--- config.mk ---
export PLATFORM = sky130hd
export DESIGN_NAME = half_pel_motion_compensation
export DESIGN_NICKNAME = d
export VERILOG_FILES = /design/src/rtl/hpmc_pkg.sv /design/src/rtl/hpmc_front.sv /design/src/rtl/hpmc_queue.sv /design/src/rtl/hpmc_back.sv /design/src/rtl/half_pel_motion_compensation.sv
export SDC_FILE = /design/constraint.sdc
export NUM_CORES = 1
export LEC_CHECK = 0
export BUFFER_PORTS_ARGS = -buffer_cell sky130_fd_sc_hd__buf_2
export CORE_MARGIN = 2
export CORE_UTILIZATION = 33
export DETAILED_ROUTE_END_ITERATION = 6
export PLACE_DENSITY = 0.5
export SLEW_MARGIN = 20
export SYNTH_ARGS = -nofsm -noshare
export SYNTH_HDL_FRONTEND = slang
export SYNTH_SLANG_ARGS = --single-unit
--- constraint.sdc ---
create_clock -name clk -period 26.5 [get_ports clk]
set_input_delay 0 -clock clk [delete_from_list [all_inputs] [get_ports clk]]
set_output_delay 0 -clock clk [all_outputs]
set_load 0.01 [all_outputs]
--- src/rtl/hpmc_pkg.sv ---
package hpmc_pkg;

	// Sizes of the prediction store and the block.
	localparam int MAX_SEGMENTS = 2;
	localparam int MAX_ROWS     = 16;
	localparam int SEG_W        = (MAX_SEGMENTS > 1) ? $clog2(MAX_SEGMENTS) : 1;

	// Pixel and field widths.
	localparam int PIX_W      = 8;
	localparam int SEG_PIX    = 8;
	localparam int SEG_BITS   = PIX_W * SEG_PIX;
	localparam int ROW_CNT_W  = 5;
	localparam logic [ROW_CNT_W-1:0] ROW_CNT_MAX = '1;

	// Configuration port.
	localparam int CFG_IDX_W  = 3;
	localparam int CFG_DATA_W = 8;
	localparam logic [CFG_IDX_W-1:0] REG_HALF_X           = 3'd0;
	localparam logic [CFG_IDX_W-1:0] REG_HALF_Y           = 3'd1;
	localparam logic [CFG_IDX_W-1:0] REG_AVERAGE_MODE     = 3'd2;
	localparam logic [CFG_IDX_W-1:0] REG_SEGMENTS_PER_ROW = 3'd3;
	localparam logic [CFG_IDX_W-1:0] REG_BLOCK_ROWS       = 3'd4;

	// Queue between the front and the back.
	localparam int QUEUE_DEPTH = 2;
	localparam int QPTR_W      = (QUEUE_DEPTH > 1) ? $clog2(QUEUE_DEPTH) : 1;
	localparam int QCNT_W      = $clog2(QUEUE_DEPTH + 1);

	// Configuration register set.
	typedef struct packed {
		logic                 half_x;
		logic                 half_y;
		logic                 average_mode;
		logic [1:0]           segments_per_row;
		logic [ROW_CNT_W-1:0] block_rows;
	} cfg_t;

	// One classified request handed from the front to the back.
	typedef struct packed {
		logic [SEG_BITS-1:0] src_pixels;
		logic [PIX_W-1:0]    src_next_pixel;
		logic [SEG_BITS-1:0] prev_pixels;
		logic [PIX_W-1:0]    prev_next_pixel;
		logic [SEG_BITS-1:0] dst_pixels;
		logic                half_x;
		logic                half_y;
		logic                average_mode;
		logic                last;
	} item_t;

	// Queue status seen by both sides.
	typedef struct packed {
		logic full;
		logic nonempty;
	} queue_status_t;

endpackage

--- src/rtl/hpmc_front.sv ---
module hpmc_front (
	input  logic                          clk,
	input  logic                          arst_n,
	input  hpmc_pkg::cfg_t                cfg,
	input  logic                          in_valid,
	output logic                          in_ready,
	input  logic [hpmc_pkg::SEG_BITS-1:0] src_pixels,
	input  logic [hpmc_pkg::PIX_W-1:0]    src_next_pixel,
	input  logic [hpmc_pkg::SEG_BITS-1:0] dst_pixels,
	input  hpmc_pkg::queue_status_t       q_status,
	output logic                          push,
	output hpmc_pkg::item_t               push_item
);

	logic [hpmc_pkg::SEG_W-1:0]     seg_idx_q;
	logic [hpmc_pkg::ROW_CNT_W-1:0] row_count_q;
	logic [hpmc_pkg::SEG_BITS-1:0]  prev_pix_q  [hpmc_pkg::MAX_SEGMENTS];
	logic [hpmc_pkg::PIX_W-1:0]     prev_next_q [hpmc_pkg::MAX_SEGMENTS];

	logic [1:0]                     spr;
	logic [hpmc_pkg::ROW_CNT_W-1:0] rows;
	logic [hpmc_pkg::ROW_CNT_W-1:0] final_row;
	logic [hpmc_pkg::SEG_W-1:0]     spr_m1;
	logic [hpmc_pkg::SEG_W-1:0]     seg;
	logic                           last_seg;
	logic                           produce;
	logic                           last;
	logic                           accept;

	// Clamp the block shape to the supported range.
	always_comb begin
		priority if (cfg.segments_per_row == 2'd0) begin
			spr = 2'd1;
		end else if (int'(cfg.segments_per_row) > hpmc_pkg::MAX_SEGMENTS) begin
			spr = 2'(hpmc_pkg::MAX_SEGMENTS);
		end else begin
			spr = cfg.segments_per_row;
		end
		priority if (cfg.block_rows == '0) begin
			rows = hpmc_pkg::ROW_CNT_W'(1);
		end else if (int'(cfg.block_rows) > hpmc_pkg::MAX_ROWS) begin
			rows = hpmc_pkg::ROW_CNT_W'(hpmc_pkg::MAX_ROWS);
		end else begin
			rows = cfg.block_rows;
		end
	end

	// Classify the request: segment slot, priming row and end of block.
	always_comb begin
		spr_m1    = hpmc_pkg::SEG_W'(spr - 2'd1);
		seg       = (int'(seg_idx_q) >= int'(spr)) ? spr_m1 : seg_idx_q;
		last_seg  = (seg == spr_m1);
		final_row = rows - hpmc_pkg::ROW_CNT_W'(1)
		          + {{(hpmc_pkg::ROW_CNT_W-1){1'b0}}, cfg.half_y};
		produce   = !(cfg.half_y && (row_count_q == '0));
		last      = produce && last_seg && (row_count_q >= final_row);
	end

	assign in_ready = !q_status.full;
	assign accept   = in_valid && in_ready;
	assign push     = accept && produce;

	// Everything the back needs travels with the request.
	always_comb begin
		push_item.src_pixels      = src_pixels;
		push_item.src_next_pixel  = src_next_pixel;
		push_item.prev_pixels     = prev_pix_q[seg];
		push_item.prev_next_pixel = prev_next_q[seg];
		push_item.dst_pixels      = dst_pixels;
		push_item.half_x          = cfg.half_x;
		push_item.half_y          = cfg.half_y;
		push_item.average_mode    = cfg.average_mode;
		push_item.last            = last;
	end

	// Row store and block position, updated on every accepted request.
	always_ff @(posedge clk or negedge arst_n) begin
		if (!arst_n) begin
			seg_idx_q   <= '0;
			row_count_q <= '0;
			for (int s = 0; s < hpmc_pkg::MAX_SEGMENTS; s++) begin
				prev_pix_q[s]  <= '0;
				prev_next_q[s] <= '0;
			end
		end else if (accept) begin
			prev_pix_q[seg]  <= src_pixels;
			prev_next_q[seg] <= src_next_pixel;
			if (last) begin
				seg_idx_q   <= '0;
				row_count_q <= '0;
			end else if (last_seg) begin
				seg_idx_q <= '0;
				if (row_count_q < hpmc_pkg::ROW_CNT_MAX) begin
					row_count_q <= row_count_q + hpmc_pkg::ROW_CNT_W'(1);
				end
			end else begin
				seg_idx_q <= seg + hpmc_pkg::SEG_W'(1);
			end
		end
	end

endmodule

--- src/rtl/hpmc_queue.sv ---
module hpmc_queue (
	input  logic                    clk,
	input  logic                    arst_n,
	input  logic                    push,
	input  hpmc_pkg::item_t         push_item,
	input  logic                    pop,
	output hpmc_pkg::item_t         head_item,
	output hpmc_pkg::queue_status_t q_status
);

	hpmc_pkg::item_t             entry_q [hpmc_pkg::QUEUE_DEPTH];
	logic [hpmc_pkg::QPTR_W-1:0] wr_ptr_q;
	logic [hpmc_pkg::QPTR_W-1:0] rd_ptr_q;
	logic [hpmc_pkg::QCNT_W-1:0] count_q;

	function automatic logic [hpmc_pkg::QPTR_W-1:0] next_ptr(
		input logic [hpmc_pkg::QPTR_W-1:0] ptr
	);
		return (ptr == hpmc_pkg::QPTR_W'(hpmc_pkg::QUEUE_DEPTH - 1))
		       ? '0 : ptr + hpmc_pkg::QPTR_W'(1);
	endfunction

	assign head_item         = entry_q[rd_ptr_q];
	assign q_status.full     = (count_q == hpmc_pkg::QCNT_W'(hpmc_pkg::QUEUE_DEPTH));
	assign q_status.nonempty = (count_q != '0);

	// Request storage; payload needs no reset.
	always_ff @(posedge clk) begin
		if (push) begin
			entry_q[wr_ptr_q] <= push_item;
		end
	end

	// Pointers and fill level.
	always_ff @(posedge clk or negedge arst_n) begin
		if (!arst_n) begin
			wr_ptr_q <= '0;
			rd_ptr_q <= '0;
			count_q  <= '0;
		end else begin
			if (push) begin
				wr_ptr_q <= next_ptr(wr_ptr_q);
			end
			if (pop) begin
				rd_ptr_q <= next_ptr(rd_ptr_q);
			end
			unique case ({push, pop})
				2'b10:   count_q <= count_q + hpmc_pkg::QCNT_W'(1);
				2'b01:   count_q <= count_q - hpmc_pkg::QCNT_W'(1);
				default: count_q <= count_q;
			endcase
		end
	end

endmodule

--- src/rtl/hpmc_back.sv ---
module hpmc_back (
	input  logic                          clk,
	input  logic                          arst_n,
	input  hpmc_pkg::item_t               head_item,
	input  hpmc_pkg::queue_status_t       q_status,
	output logic                          pop,
	output logic                          out_valid,
	input  logic                          out_ready,
	output logic [hpmc_pkg::SEG_BITS-1:0] pred_pixels,
	output logic                          last_of_block
);

	localparam int ROW_BITS = hpmc_pkg::SEG_BITS + hpmc_pkg::PIX_W;

	logic                          out_valid_q;
	logic [hpmc_pkg::SEG_BITS-1:0] pred_q;
	logic                          last_q;
	logic [ROW_BITS-1:0]           cur_row;
	logic [ROW_BITS-1:0]           prev_row;
	logic [hpmc_pkg::SEG_BITS-1:0] pred_next;

	// One output pixel: interpolation, then the optional destination average.
	function automatic logic [hpmc_pkg::PIX_W-1:0] pixel_pred(
		input logic [hpmc_pkg::PIX_W-1:0] a,
		input logic [hpmc_pkg::PIX_W-1:0] b,
		input logic [hpmc_pkg::PIX_W-1:0] c,
		input logic [hpmc_pkg::PIX_W-1:0] d,
		input logic [hpmc_pkg::PIX_W-1:0] dst,
		input logic                       hx,
		input logic                       hy,
		input logic                       avg
	);
		logic [hpmc_pkg::PIX_W+1:0] sum4;
		logic [hpmc_pkg::PIX_W:0]   sum2;
		logic [hpmc_pkg::PIX_W:0]   sumd;
		logic [hpmc_pkg::PIX_W-1:0] p;
		sum4 = {2'b00, a} + {2'b00, b} + {2'b00, c} + {2'b00, d}
		     + (hpmc_pkg::PIX_W+2)'(2);
		sum2 = (hx ? {1'b0, d} : {1'b0, a}) + {1'b0, c} + (hpmc_pkg::PIX_W+1)'(1);
		unique case ({hx, hy})
			2'b11:   p = sum4[hpmc_pkg::PIX_W+1:2];
			2'b10,
			2'b01:   p = sum2[hpmc_pkg::PIX_W:1];
			default: p = c;
		endcase
		sumd = {1'b0, p} + {1'b0, dst} + (hpmc_pkg::PIX_W+1)'(1);
		return avg ? sumd[hpmc_pkg::PIX_W:1] : p;
	endfunction

	assign cur_row  = {head_item.src_next_pixel, head_item.src_pixels};
	assign prev_row = {head_item.prev_next_pixel, head_item.prev_pixels};

	// Eight pixels side by side.
	always_comb begin
		for (int i = 0; i < hpmc_pkg::SEG_PIX; i++) begin
			pred_next[i*hpmc_pkg::PIX_W +: hpmc_pkg::PIX_W] = pixel_pred(
				prev_row[i*hpmc_pkg::PIX_W +: hpmc_pkg::PIX_W],
				prev_row[(i+1)*hpmc_pkg::PIX_W +: hpmc_pkg::PIX_W],
				cur_row[i*hpmc_pkg::PIX_W +: hpmc_pkg::PIX_W],
				cur_row[(i+1)*hpmc_pkg::PIX_W +: hpmc_pkg::PIX_W],
				head_item.dst_pixels[i*hpmc_pkg::PIX_W +: hpmc_pkg::PIX_W],
				head_item.half_x,
				head_item.half_y,
				head_item.average_mode);
		end
	end

	// Take the next request whenever the output register is free or drains.
	assign pop = q_status.nonempty && (!out_valid_q || out_ready);

	always_ff @(posedge clk or negedge arst_n) begin
		if (!arst_n) begin
			out_valid_q <= 1'b0;
		end else if (!out_valid_q || out_ready) begin
			out_valid_q <= q_status.nonempty;
		end
	end

	always_ff @(posedge clk) begin
		if (pop) begin
			pred_q <= pred_next;
			last_q <= head_item.last;
		end
	end

	assign out_valid     = out_valid_q;
	assign pred_pixels   = pred_q;
	assign last_of_block = last_q;

endmodule

--- src/rtl/half_pel_motion_compensation.sv ---
// Half-pel motion compensation: builds an 8- or 16-pixel-wide prediction
// block from reference rows at full or half-pel offsets.
// Input channel: one request per 8-pixel reference segment (src_pixels,
// the pixel to its right in src_next_pixel, and dst_pixels for average
// mode), accepted when in_valid and in_ready are both high.
// Output channel: one result per producing request, pred_pixels with
// last_of_block set on the final segment of the block.
// Configuration: cfg_index selects half_x, half_y, average_mode,
// segments_per_row or block_rows; cfg_ready is always high. Write it only
// while no request is in flight.
// Throughput is one request per cycle while in_ready is high. An accepted
// request is written into the queue, then taken through the averaging adders
// into the output register (out_valid) once that register is free or drains.
// With half_y set, the first reference row of a block only loads the row
// store and gives no result.
// Reset clears the row store, the block position and the queue, and sets
// the registers to full-pel copy of a 16x16 block. When the receiver holds
// out_ready low the output keeps its result, the queue fills, and in_ready
// drops once both queue entries are taken.
module half_pel_motion_compensation (
	input  logic                            clk,
	input  logic                            arst_n,
	input  logic                            cfg_valid,
	output logic                            cfg_ready,
	input  logic [hpmc_pkg::CFG_IDX_W-1:0]  cfg_index,
	input  logic [hpmc_pkg::CFG_DATA_W-1:0] cfg_data,
	input  logic                            in_valid,
	output logic                            in_ready,
	input  logic [hpmc_pkg::SEG_BITS-1:0]   src_pixels,
	input  logic [hpmc_pkg::PIX_W-1:0]      src_next_pixel,
	input  logic [hpmc_pkg::SEG_BITS-1:0]   dst_pixels,
	output logic                            out_valid,
	input  logic                            out_ready,
	output logic [hpmc_pkg::SEG_BITS-1:0]   pred_pixels,
	output logic                            last_of_block
);

	hpmc_pkg::cfg_t          cfg_q;
	hpmc_pkg::queue_status_t q_status;
	hpmc_pkg::item_t         push_item;
	hpmc_pkg::item_t         head_item;
	logic                    push;
	logic                    pop;

	assign cfg_ready = 1'b1;

	// Configuration registers.
	always_ff @(posedge clk or negedge arst_n) begin
		if (!arst_n) begin
			cfg_q.half_x           <= 1'b0;
			cfg_q.half_y           <= 1'b0;
			cfg_q.average_mode     <= 1'b0;
			cfg_q.segments_per_row <= 2'd2;
			cfg_q.block_rows       <= hpmc_pkg::ROW_CNT_W'(16);
		end else if (cfg_valid && cfg_ready) begin
			unique case (cfg_index)
				hpmc_pkg::REG_HALF_X:           cfg_q.half_x <= cfg_data[0];
				hpmc_pkg::REG_HALF_Y:           cfg_q.half_y <= cfg_data[0];
				hpmc_pkg::REG_AVERAGE_MODE:     cfg_q.average_mode <= cfg_data[0];
				hpmc_pkg::REG_SEGMENTS_PER_ROW: cfg_q.segments_per_row <= cfg_data[1:0];
				hpmc_pkg::REG_BLOCK_ROWS:
					cfg_q.block_rows <= cfg_data[hpmc_pkg::ROW_CNT_W-1:0];
				default: cfg_q <= cfg_q;
			endcase
		end
	end

	hpmc_front u_front (
		.clk            (clk),
		.arst_n         (arst_n),
		.cfg            (cfg_q),
		.in_valid       (in_valid),
		.in_ready       (in_ready),
		.src_pixels     (src_pixels),
		.src_next_pixel (src_next_pixel),
		.dst_pixels     (dst_pixels),
		.q_status       (q_status),
		.push           (push),
		.push_item      (push_item)
	);

	hpmc_queue u_queue (
		.clk       (clk),
		.arst_n    (arst_n),
		.push      (push),
		.push_item (push_item),
		.pop       (pop),
		.head_item (head_item),
		.q_status  (q_status)
	);

	hpmc_back u_back (
		.clk           (clk),
		.arst_n        (arst_n),
		.head_item     (head_item),
		.q_status      (q_status),
		.pop           (pop),
		.out_valid     (out_valid),
		.out_ready     (out_ready),
		.pred_pixels   (pred_pixels),
		.last_of_block (last_of_block)
	);

endmodule

# [Word level (Yosys, flattened, before mapping)]
# Memories as Yosys holds them, arrays and structs flattened.
# Index checks and enable logic that the tools add are counted.
[word_totals] reg_bits=230 ram_bits=424 out_inout_bits=68 wordCells=187 mem_count=1
[memory_table] name="u_queue.entry_q" words=2 width=212 rd=1 rd_clocked_by_memory_dff=0 write_ports=1 line_no="hpmc_queue.sv:11" rtl="hpmc_pkg::item_t entry_q [hpmc_pkg::QUEUE_DEPTH];"
[classes] addsub=73 order_cmp=7 n_eq_ne=11 n_mux=51 bitwise=1 reduce_logical=26
[op_table] op="$mux W64" n=4
[op_table] op="$add A10 B8 Y10" n=16
[op_table] op="$mux W8" n=20
[op_table] op="$add A8 B8 Y9" n=16
[op_table] op="$add A9 B1 Y9 const B" n=16
[op_table] op="$bwmux W128" n=1
[op_table] op="$pmux W8 S2" n=8
[op_table] op="$add A10 B2 Y10 const B" n=8
[op_table] op="$add A9 B8 Y9" n=8
[op_table] op="$demux W64 S1" n=1
[op_table] op="$mux W5" n=5
[op_table] op="$bwmux W16" n=1
[op_table] op="$logic_not A5 Y1" n=2
[op_table] op="$reduce_and A2 Y1" n=5
[op_table] op="$demux W8 S1" n=1
[op_table] op="$eq A2 B2 Y1 const B" n=4
[op_table] op="$reduce_bool A2 Y1" n=4
[op_table] op="$logic_and A1 B1 Y1" n=7
[op_table] op="$mux W1" n=7
[op_table] op="$eq A3 B2 Y1 const B" n=2
[op_table] op="$add A5 B1 Y5" n=1
[op_table] op="$add A5 B1 Y5 const B" n=1
[op_table] op="$ge A5 B5 Y1" n=1
[op_table] op="$gt A5 B5 Y1 const B" n=1
[op_table] op="other kinds (23)" n=29

# [Logic depth before layout (Yosys ltp)]
[logic_depth] word_depth=11 depth_mapped=32

# [Cells and area by module]
# From an unflattened synthesis, not the netlist that was laid out.
[unflattened] cells_unflattened=3154 hier_area_um2=39791.9
[by_module_without_submodules] module="hpmc_queue" n_inst=1 cells_each=676 area_per_inst_um2=16189.3 seq_area_each_um2=12832.3
[by_module_without_submodules] module="hpmc_back" n_inst=1 cells_each=1850 area_per_inst_um2=15282.2 seq_area_each_um2=1976.9
[by_module_without_submodules] module="hpmc_front" n_inst=1 cells_each=601 area_per_inst_um2=7866.3 seq_area_each_um2=3753.6
[by_module_without_submodules] module="half_pel_motion_compensation" n_inst=1 cells_each=27 area_per_inst_um2=454.2 seq_area_each_um2=252.7

# [Least setup slack after synthesis]
# OpenSTA, ideal clock, no wires.
[synth_timing] kind="register -> register" from="register u_front.row_count_q[0] (netlist bit)" to="memory u_queue.entry_q[0][0] (netlist bit), enable pin" setup_ns=0.788 arrival_ns=9.955 required_time_ns=25.712 path_slack_ns=15.758 stages_incl_launch_ff=8 n_path_buf=1 synth_period_minus_slack_ns=10.742 cell_sequence="dfrtp_1 -> inv_1 -> ha_1 -> nand2_1 -> nor4_1 -> or2_2 -> clkbuf_1 -> nor2_1"
[synth_via] elab_chain_len=6
[synth_rtl] element="start: declaration" line_no="hpmc_front.sv:16" rtl="logic [hpmc_pkg::ROW_CNT_W-1:0] row_count_q;"
[synth_rtl] element="start signal: assignment" line_no="hpmc_front.sv:94" rtl="row_count_q <= row_count_q + hpmc_pkg::ROW_CNT_W'(1);"
[synth_rtl] element="$logic_not A5 Y1" line_no="hpmc_front.sv:55" rtl="produce = !(cfg.half_y && (row_count_q == '0));"
[synth_rtl] element="$logic_and A1 B1 Y1" line_no="hpmc_front.sv:55"
[synth_rtl] element="$logic_not A1 Y1" line_no="hpmc_front.sv:55"
[synth_rtl] element="$logic_and A1 B1 Y1" line_no="hpmc_front.sv:61" rtl="assign push = accept && produce;"
[synth_rtl] element="$mux W1" line_no="hpmc_queue.sv:29" rtl="if (push) begin"
[synth_rtl] element="$mux W1 (implied by the code)" line_no="hpmc_queue.sv:30" rtl="entry_q[wr_ptr_q] <= push_item;"
[synth_rtl] element="end: declaration" line_no="hpmc_queue.sv:11"
# Every way passes these cells.

# [Final worst setup path]
[layout_timing] from="register u_queue.rd_ptr_q" to="register u_back.pred_q, in the netlist u_back.pred_pixels[13], data pin"
[layout_via] elab_chain_len=9 word_cells_on_any_way=16
[layout_rtl] element="start: declaration" line_no="hpmc_queue.sv:13" rtl="logic [hpmc_pkg::QPTR_W-1:0] rd_ptr_q;"
[layout_rtl] element="start signal: assignment" line_no="hpmc_queue.sv:45" rtl="rd_ptr_q <= next_ptr(rd_ptr_q);"
[layout_rtl] element="$mem_v2 Z2 W212 *"
[layout_rtl] element="$add A8 B8 Y9" line_no="hpmc_back.sv:37" rtl="sum4 = {2'b00, a} + {2'b00, b} + {2'b00, c} + {2'b00, d}"
[layout_rtl] element="$add A10 B8 Y10 (2 in series)" line_no="hpmc_back.sv:37"
[layout_rtl] element="$add A10 B2 Y10" line_no="hpmc_back.sv:38" rtl="+ (hpmc_pkg::PIX_W+2)'(2);"
[layout_rtl] element="$pmux W8 S2" line_no="hpmc_back.sv:40" rtl="unique case ({hx, hy})"
[layout_rtl] element="$add A8 B8 Y9" line_no="hpmc_back.sv:46" rtl="sumd = {1'b0, p} + {1'b0, dst} + (hpmc_pkg::PIX_W+1)'(1);"
[layout_rtl] element="$add A9 B1 Y9" line_no="hpmc_back.sv:46"
[layout_rtl] element="$mux W8 *" line_no="hpmc_back.sv:47" rtl="return avg ? sumd[hpmc_pkg::PIX_W:1] : p;"
[layout_rtl] element="named net u_back.pred_next (one bit)" line_no="hpmc_back.sv:20" rtl="logic [hpmc_pkg::SEG_BITS-1:0] pred_next;"
[layout_rtl] element="end signal: assignment" line_no="hpmc_back.sv:81" rtl="pred_q <= pred_next;"
[layout_rtl] element="end: declaration" line_no="hpmc_back.sv:16" rtl="logic [hpmc_pkg::SEG_BITS-1:0] pred_q;"
# The timed path passes the listed nets; every way through them passes the cells marked *.
# A chain may end at the register's enable or synchronous reset.

==> results.md <==
* FF-to-FF End: u_back.pred_pixels[13]
* Critical path peak fanout at 35
* Drt pass-1 iters at 7
* Routed vias at 25.1k
* WHS Endpoint: u_queue.entry_q[1][59]
* CTS tree: built
* Reg-to-Reg Start: u_queue.rd_ptr_q
* Layout net count at 4,002
* Reg2Reg Setup Slack at between 15 and 20 ns
* Seq cells post-synth at ~650
* First-pass GRT wire length at ~160 mm
* Max-slew violations at 0
* Startpoint Class: flop
* Clock Path Buffers at 3
* Syn_area_per_cell at 12.3 um^2
* Vias in the first global route at 25.1k
* Drt drc at 0
* CTS clk-pin slew, worst paths at 0.06 ns
* Total GRT Usage at 17.7%
* Post-Syn Instances at around 3.1k
* Largest net degree at the start of global routing at around 120
* Dpl hpwl at approximately 75 mm
* Worst Hold Slack at about 0.075 ns
* Initial DRC count at between 1k and 1.5k
* Status: complete, no violations
* Syn Nets at 3,607
* Most frequent cell after synthesis: edfxtp_1
* Layout cells sized above 1 at a little under a quarter
* CTS Sinks at roughly 650
* Worst min-delay path class: primary input to flop
* Endpoints failing setup at 0
* CP arrival at 7.55 ns
* Antenna Nets Post-Route at 0
* Routed WL at between 100 and 150 mm
* WS Path Type: flop to flop
* Fill count at around 11k
* Dominant cell type by area after synthesis: edfxtp_1
* Hold Startpoint: dst_pixels[55]
* Row count at between 100 and 150
* Worst EP required at 26.87 ns
* Root Driver: clkbuf_16
* Synth top area share at 38.4%
* Total gr overflow at 0
* Number of max-cap violations at 0
* Chip Width at ~340 um
* Area grow syn2layout at 18.8%
* Wire per inst at just over 20 um
* Initial antenna violation count at 17
* Core box area at ~110,000 um^2
* CTS H-tree lvls at 3
* Register area share after synthesis at 49.2%
* PortBufs at ~220
* RSZ-0062 raised after global routing: false
* Top_reg_cell synth: edfxtp_1
* Die Ht at approximately 340 um
* Sum Neg Setup Slack at 0 ns
* Period Utilization, post-route at a little over a quarter
* Final hold violations at 0
* Measured slew at the worst slew-check pin at roughly 1.1 ns
* Synth Cell Area at approximately 38,000 um^2
* Cell variety after synth at 84
* Routability Congestion at between 0.8 and 0.9
* Synth warnings at 0
* Skew final at between 0.03 and 0.04 ns
* Clock latency at the later pin of the worst-skew pair at 0.66 ns
* Slew margin rel. at 24.0%
* Crit end category: flop
* Minimum clock period at 7.18 ns
* Reg2reg path depth at 23
* Crit. Startpoint: u_queue.rd_ptr_q
* Asr flop ratio synth at 25.1%
* Hold path depth at 2
* Via-to-Cell Ratio at approximately 4.9
* Starting Density at about a third
* Commonest cells post-synth: 489 x edfxtp_1, 417 x mux2_2, 282 x inv_1
* Synth top area cells: edfxtp_1 38%, mux2_2 12%, dfrtp_1 11%
* TritonCTS Buffers at a little under 80
* Max Clk Rate at roughly 0.14 GHz
* Io pins at 220
* Number of synthesized flops with an enable pin at about 500
* DIE AREA at between 100,000 and 150,000 um^2
what timing repair did:
| action | CTS | global route |
|---|---|---|
| hold endpoints to repair | 501 | 0 |
| hold buffers | 160 | 0 |
| setup endpoints to repair | 0 | 0 |
| setup buffers | 0 | 0 |
| gates resized for setup | 0 | 0 |
cell usage in the layout (no fill, tap or decap), drive strengths merged, types with 14 or more instances in the layout:
cell	count
nor2	161
dfrtp	162
nor2b	20
xor2	58
o21ai	105
or3	17
mux2	420
nor3	40
clkbuf	99
edfxtp	489
nand3	32
o2111ai	14
clkinv	28
a21oi	202
ha	268
fa	72
o22ai	16
nand3b	26
a221oi	14
nand2b	18
mux2i	70
nand2	121
xnor2	105
a21o	90
a31oi	28
buf	253
inv	290
dlygate4sd3	159
o21bai	27
worst max-delay path: stages (launching register included):
cell and delay [ns]:
dfrtp_4 0.74, buf_4 0.56, mux2i_1 0.69, inv_1 0.23, ha_1 0.34, a21o_1 0.19, a21oi_1 0.22, xnor2_1 0.12
fa_1 0.53, inv_1 0.05, ha_1 0.34, nand3_1 0.11, o2111ai_1 0.27, xor2_1 0.21, a221oi_1 0.09, a21oi_1 0.51
ha_1 0.38, a21o_1 0.20, a21oi_1 0.21, o21bai_1 0.10, a21oi_1 0.22, xor2_1 0.17, nand2_1 0.13, o41a_1 0.23
per-layer routing:
metal	part of all wire [%]	vias to the layer above	track usage [%]	wire, um
met1	51	12199	26.8	53500
met5	0.13	-	0	140
met4	1.9	24	4.52	1960
met2	42	545	26.0	44100
met3	5.0	135	3.00	5240
li1	-	12239	-	-
worst max path at each step:
stage                                   endpoint  slack (ns)  cells after the start
after floorplan            u_queue.entry_q[0][0]       15.76                      7
after global placement    u_back.pred_pixels[22]       19.21                     24
after detailed placement  u_back.pred_pixels[22]       19.28                     24
after CTS                 u_back.pred_pixels[22]       19.21                     24
after global routing      u_back.pred_pixels[30]       18.86                     23
final                     u_back.pred_pixels[13]       19.32                     23
final cells by class:
type / instances / area (um^2) / share of cell area (%)
antenna: 8 / 20.0 / 0.0441
clock buffer: 99 / 2070 / 4.56
clock inverter: 44 / 541 / 1.19
inverter: 285 / 1070 / 2.36
multi-input combinational: 2080 / 18000 / 39.7
sequential: 653 / 18800 / 41.4
tap: 1512 / 1890 / 4.17
timing repair buffer: 412 / 2990 / 6.59
flip-flops by register name (all words and copies together) (netlist names), 2 cells and up:
signal	cells
cfg_q	9
u_back.pred_pixels	64
u_queue.entry_q	424
u_front.row_count_q	5
u_front.prev_next_q	16
u_front.prev_pix_q	128
u_queue.count_q	2
logic make-up after synthesis:
logic type / count (synthesis) / synth area share [%]
adder cells (fa/ha/maj): 340 / 12.5
AO/OA/AOI/OAI: 605 / 10.3
other: 1 / 0.00982
AND/OR/NAND/NOR: 481 / 6.05
XOR/XNOR: 163 / 3.74
flip-flops: 653 / 49.2
multiplexers: 490 / 14.3
buffers and inverters: 382 / 3.89
metrics by stage:
stage | cells | cell area (um^2) | setup WS, ns | utilization [%]
final | 5093 | 45400 | 19.32 | 39.6
after CTS | 5085 | 45300 | 19.21 | 39.6
after global routing | 5089 | 45400 | 18.86 | 39.6
after global placement | 4782 | 41100 | 19.21 | 35.9
after detailed placement | 4782 | 41100 | 19.28 | 35.9
after floorplan | 3115 | 38200 | 15.76 | -
Power is not shown: default switching activity piles up to over one toggle a cycle in this logic, so the estimate is an artifact.
